$ cat src/design/octree_morton_cell_index_defines.svh
// assertion helpers for the asserting design file
`ifndef OCTREE_MORTON_CELL_INDEX_DEFINES_SVH
`define OCTREE_MORTON_CELL_INDEX_DEFINES_SVH

// same-cycle implication, clocked on clk_i, off while rst_ni is low
`define OMCI_ASSERT_NOW(label, ante, cons) \
  label: assert property (@(posedge clk_i) disable iff (!rst_ni) (ante) |-> (cons)) \
    else $error("omci assertion failed");

// next-cycle implication, clocked on clk_i, off while rst_ni is low
`define OMCI_ASSERT_NEXT(label, ante, cons) \
  label: assert property (@(posedge clk_i) disable iff (!rst_ni) (ante) |=> (cons)) \
    else $error("omci assertion failed");

`endif

$ cat src/design/omci_pkg.sv
package omci_pkg;

  localparam int unsigned WordW   = 32;
  localparam int unsigned CfgIdxW = 3;
  localparam int unsigned IndexW  = 22;
  localparam int unsigned DepthW  = 3;

  // one bit at every multiple of three: sum of 8^i
  localparam logic [IndexW-1:0] LevelOffsetMask = 22'h249249;

  typedef enum logic [CfgIdxW-1:0] {
    REG_GRID_LEVEL,
    REG_ORIGIN_X,
    REG_ORIGIN_Y,
    REG_ORIGIN_Z,
    REG_SCALE_X,
    REG_SCALE_Y,
    REG_SCALE_Z
  } omci_reg_e;

  typedef struct packed {
    logic signed [WordW-1:0] lo_x;
    logic signed [WordW-1:0] lo_y;
    logic signed [WordW-1:0] lo_z;
    logic signed [WordW-1:0] hi_x;
    logic signed [WordW-1:0] hi_y;
    logic signed [WordW-1:0] hi_z;
  } omci_box_t;

  typedef struct packed {
    logic [IndexW-1:0] cell_index;
    logic [DepthW-1:0] cell_depth;
    logic              valid_res;
  } omci_cell_t;

  // load enables of the per-coordinate stages
  typedef struct packed {
    logic s1;
    logic s2;
    logic s3;
  } omci_stage_en_t;

  // (8^depth - 1) / 7
  function automatic logic [IndexW-1:0] lvl_offset(input logic [DepthW-1:0] depth);
    logic [4:0] sh;
    sh = 5'(depth) * 5'd3;
    return LevelOffsetMask & ((22'd1 << sh) - 22'd1);
  endfunction

endpackage

$ cat src/design/omci_coord.sv
module omci_coord (
  input  logic                           clk_i,
  input  logic                           rst_ni,
  input  omci_pkg::omci_stage_en_t       en_i,
  input  logic [omci_pkg::WordW-1:0]     pos_i,
  input  logic [omci_pkg::WordW-1:0]     origin_i,
  input  logic [omci_pkg::WordW-1:0]     scale_i,
  output logic [omci_pkg::WordW-1:0]     q_o,
  output logic                           neg_o
);
  import omci_pkg::*;

  localparam int unsigned HalfW = WordW / 2;
  localparam int unsigned PpW   = WordW + HalfW;

  logic [WordW:0]   diff;
  logic [WordW-1:0] mag_d, mag_q;
  logic             neg1_q, neg2_q, neg3_q;
  logic [PpW-1:0]   pp_lo_q, pp_hi_q;
  logic [2*WordW-1:0] prod;
  logic [WordW-1:0] q_q;

  // exact 33-bit difference, magnitude fits 32 bits
  assign diff  = {pos_i[WordW-1], pos_i} - {origin_i[WordW-1], origin_i};
  assign mag_d = diff[WordW] ? WordW'((WordW+1)'(0) - diff) : diff[WordW-1:0];

  // split product: two 32x16 partial products
  assign prod = {HalfW'(0), pp_lo_q} + {pp_hi_q, HalfW'(0)};

  always_ff @(posedge clk_i or negedge rst_ni) begin
    if (!rst_ni) begin
      mag_q   <= '0;
      neg1_q  <= 1'b0;
      pp_lo_q <= '0;
      pp_hi_q <= '0;
      neg2_q  <= 1'b0;
      q_q     <= '0;
      neg3_q  <= 1'b0;
    end else begin
      if (en_i.s1) begin
        mag_q  <= mag_d;
        neg1_q <= diff[WordW];
      end
      if (en_i.s2) begin
        pp_lo_q <= PpW'(mag_q) * PpW'(scale_i[HalfW-1:0]);
        pp_hi_q <= PpW'(mag_q) * PpW'(scale_i[WordW-1:HalfW]);
        neg2_q  <= neg1_q;
      end
      if (en_i.s3) begin
        q_q    <= prod[2*WordW-1:WordW];
        neg3_q <= neg2_q;
      end
    end
  end

  assign q_o   = q_q;
  assign neg_o = neg3_q;

endmodule

$ cat config.mk
export PLATFORM = sky130hd
export DESIGN_NAME = omci_coord
export DESIGN_NICKNAME = d
export VERILOG_FILES = /design/src/design/octree_morton_cell_index_defines.svh /design/src/design/omci_pkg.sv /design/src/design/omci_coord.sv
export SDC_FILE = /design/constraint.sdc
export NUM_CORES = 2
export LEC_CHECK = 0
export ABC_CLOCK_PERIOD_IN_PS = 15900
export BUFFER_PORTS_ARGS = -buffer_cell sky130_fd_sc_hd__buf_2
export CAP_MARGIN = 20
export CORE_ASPECT_RATIO = 1.1
export CORE_MARGIN = 2
export CORE_UTILIZATION = 60
export DETAILED_ROUTE_END_ITERATION = 7
export PLACE_DENSITY_LB_ADDON = 0.1
export SETUP_SLACK_MARGIN = 0.05
export SLEW_MARGIN = 30
export SYNTH_ARGS = -nofsm -noshare
export SYNTH_HDL_FRONTEND = slang
export SYNTH_SLANG_ARGS = --single-unit
export TNS_END_PERCENT = 100
$ cat constraint.sdc
create_clock -name clk_i -period 15.9 [get_ports clk_i]
set_input_delay 3.18 -clock clk_i [delete_from_list [all_inputs] [get_ports clk_i]]
set_output_delay 3.18 -clock clk_i [all_outputs]
set_load 0.01 [all_outputs]
== Word level (Yosys, flattened, before mapping) ==
Cells that the tools add are included.

* $add $sub $neg: 3
* Multipliers: 2
* Muxes and demuxes: 1

{| class="wikitable"
|+ Operator list
! cell !! count
|-
| multiplier 32 x 16 -> 48 bit || 2
|-
| adder 48 x 64 -> 64 bit || 1
|-
| subtractor 32 x 32 -> 33 bit || 1
|-
| two-way mux 32 bit || 1
|-
| subtractor 1 x 32 -> 32 bit (first input constant) || 1
|}

* Flip-flop bits (word level): 163
* Bits of input ports: 101
* Output and inout bits: 33
* Logic and storage cells: 13

== Depth between registers and ports, before layout ==
* Depth after elaboration: 3
* Depth in mapped cells: 26

== Worst setup path before layout ==
No wires, ideal clock.

* Path type: input port to flip-flop
* Start: input port scale_i[17] in the netlist's numbering
* End: register pp_hi_q[47]
* Setup time: 0.125 ns
* Arrival: 9.127 ns
* Setup slack: 6.648 ns
* Stages on the path: 23
* Path buffers: 1
* Cell sequence: clkbuf_1 -> nand2_1 -> fa_1 -> fa_1 -> fa_1 -> inv_1 -> fa_1 -> fa_1 -> inv_1 -> fa_1 -> inv_1 -> ha_1 -> and2_1 -> nand4_1 -> a21o_1 -> a2bb2oi_1 -> o31ai_1 -> a21oi_1 -> o31ai_1 -> a31oi_1 -> o21ai_0 -> xnor2_1 -> mux2_2

* Longest elaborated chain between the ends: 1

{| class="wikitable"
|+ RTL lines
! what !! line !! source
|-
| start, declared || omci_coord.sv:7 || <nowiki>input logic [omci_pkg::WordW-1:0] scale_i,</nowiki>
|-
| multiplier 32 x 16 -> 48 bit || omci_coord.sv:46 || <nowiki>pp_hi_q <= PpW'(mag_q) * PpW'(scale_i[WordW-1:HalfW]);</nowiki>
|-
| end signal, assigned || omci_coord.sv:46 ||
|-
| end, declared || omci_coord.sv:19 || <nowiki>logic [PpW-1:0] pp_lo_q, pp_hi_q;</nowiki>
|}

No other way between the ends.
A chain may end at the register's enable or synchronous reset.

== Worst setup path after layout ==
Ends and elaborated chain as after synthesis.

==> out/results.ini <==
[flow_run]
cap_violations=0

[synthesis]
synth_top_area_share_pct=41.0
synth_flop_cell=dfrtp_1
synth.largest_area_cell=fa_1
synth_top_family_by_area=adder cells
yosys-top-cells-area=fa_1, ha_1, dfrtp_1, inv_1, and2_1
yosys.area_share.simple_pct=16.4
async_flop_share_pct=100
synth_most_common_cell=inv_1
syn_area_per_cell_um2=8.92
synth-xor-area-share_pct=3.22
synth_edf_count=0
synth_compound_area_share_pct=7.60
netlist_area_um2=40800
muxShareOfSynthArea_pct=2.49
netlist_instances=4576
synth_cell_types=89
ys_seq_area_share_pct=9.01
synth_commonest_cells=inv_1, fa_1, nand2_1
synth_nets=5814
yosys_warnings=0
synth-seq-cells=147
yosys.area_share.adder_pct=50.2

[setup_path]
r2r_setup_slack_ns=8.10
crit_type=in2reg
cp.arrival_ns=10.57
r2r_start=mag_q[20]
endpoint_kind=flip-flop
reg2reg_to=pp_hi_q[47]
start_kind=input pin
required_ns=16.29
reg2reg_depth=21
path_max_fanout=32

[routing]
wl_per_cell_um=18.3
num_vias=30347
drc=0
dr.first_iter.drc_count=1752
ant_nets=0
routed_wl_um=98800
first_pass_iters=5
vias_per_cell=5.61

[floorplanning]
coreArea_um2=67400
rows=100
start_util_pct=60.5
die_y_um=278
dieArea_um2=70100
num_io_pins=134
die_x_um=253

[sta]
fin_skew_ns=0.0194
rsz0062_at_grt=false
setup_slack_ns=5.72
period_needed_ns=10.18
max_freq_ghz=0.0983
tightest_slew_ns=0.936
slew-limit-headroom_pct=37.6
setup_tns_ns=0
finalHoldViolCount=0
period_share_pct=64.0
drv_slew=0
setup_viol=0

[grt]
met2_usage_pct=53.8
grt.overflow.total=0
grt_use_total_pct=30.5
use_met1_pct=38.4
grt_pass1_wl_um=169000
grt_max_degree=76
top_usage_layer=met2
first_global_vias=33103
antenna_found_initial=0
grtUsageMet3_pct=3.45

[placement]
dpl-instance-area_um2=41900
place_inst=5375
dp_worst_setup_slack_ns=5.34
port_buffers=133
place_congestion=0.896
dpl.hpwl_um=76700

[run_status]
status=completed

[clock_tree]
ctsHoldBuffers=0
root_buffer=clkbuf_16
cts.reportedPaths.clkPinSlew_ns=0.08
clkSinkCount=147
cts_buffers=17
clk_path_buf_depth=2
cts_resized=0
clkLatencyLatePin_ns=0.51
htreeDepth=4
cts_setup_buffers=0
tritoncts=built

[finish]
diodes=0
area_delta_synth_final_pct=4.22
fin_area_um2=42500
fillers=5874
multi_input_area_um2=32600
register_area_um2=3680
fin_nets=5765
drive_above_1_share_pct=7.20
final_cells=5407

[min_path]
hold_class=reg2reg
hold_end=q_o[3]
worstHoldStart=q_o[3]
holdPathStages=1

## area by class of cell
type / count / share of cell area [%]
Multi-Input combinational cell: 3240 / 76.7
Sequential cell: 147 / 8.65
Inverter: 948 / 8.37
Tap cell: 867 / 2.55
Timing Repair Buffer: 173 / 2.30
Clock buffer: 17 / 1.00
Clock inverter: 15 / 0.403
## logic make-up (layout without fill, tap and decap cells)
kind of cell             count (synthesis)  in the layout
AND/OR/NAND/NOR                       1389           1389
AO/OA/AOI/OAI                          474            474
buffers and inverters                 1189           1153
flip-flops                             147            147
XOR/XNOR                               149            149
multiplexers                            91             91
adder cells (fa/ha/maj)               1137           1137
## metrics by stage
stage | utilization [%] | hold WS (ns)
after floorplan | - | 0.458
after global placement | 62.2 | 0.485
after detailed placement | 62.2 | 0.490
after CTS | 63.1 | 0.507
after global routing | 63.1 | 0.514
final | 63.1 | 0.502
## worst max path at each step
stage          cells past startpoint  slack [ns]           to        start
2_1_floorplan                     23        6.65  pp_hi_q[47]  scale_i[17]
6_report                          23        5.72  pp_hi_q[47]  scale_i[17]
3_5_place_dp                      23        5.34  pp_hi_q[45]  scale_i[17]
3_3_place_gp                      23        5.48  pp_hi_q[45]  scale_i[17]
5_1_grt                           23        5.30  pp_hi_q[45]  scale_i[17]
4_1_cts                           23        5.88  pp_hi_q[45]  scale_i[17]
## critical path, cell delays in order
cell and delay (ns):
buf_2 0.56, nand2_1 0.17, fa_1 0.54, fa_1 0.51
fa_1 0.51, inv_1 0.05, fa_1 0.51, fa_1 0.51
inv_1 0.05, fa_1 0.48, inv_1 0.04, ha_1 0.35
and2_1 0.18, nand4_1 0.10, a21o_1 0.16, a2bb2oi_1 0.17
o31ai_1 0.68, a21oi_1 0.26, o31ai_1 0.67, a31oi_1 0.25
o21ai_0 0.26, xnor2_1 0.09, mux2_2 0.26
## sequential cells by signal, indices dropped and copies added (netlist names)
register and flops:
mag_q 32, neg1_q 1, neg2_q 1, neg_o 1, pp_hi_q 48, pp_lo_q 32
q_o 32
## layer usage
metal  wire, um  part of all wire (%)
met5          0                     0
met1      39900                    40
met2      50600                    51
met4       4050                   4.1
met3       4290                   4.3
## cell usage in the layout (no fill, tap or decap), types with 8 or more instances in the layout
cell       count
a21o_1        76
o21ai_0       73
ha_1         301
inv_1        948
nand3_1       42
o211ai_1      18
o21bai_1      13
nor2_1       106
xnor2_1       89
a211oi_1      13
o31ai_1       20
nand2b_1      10
a31oi_1       14
nand4_1       17
dfrtp_1      147
o21a_1        23
and3_1        12
nor2b_1        9
a21oi_1      156
and2_1       426
nor3_1        28
buf_2        131
buf_4         40
fa_1         836
and4_1         8
nand2_1      692
mux2_2        85
clkbuf_16     17
xor2_1        59
Power is left out: the tool's default activity adds up to more than one toggle a clock period on the data nets, which glitch-free logic cannot reach.
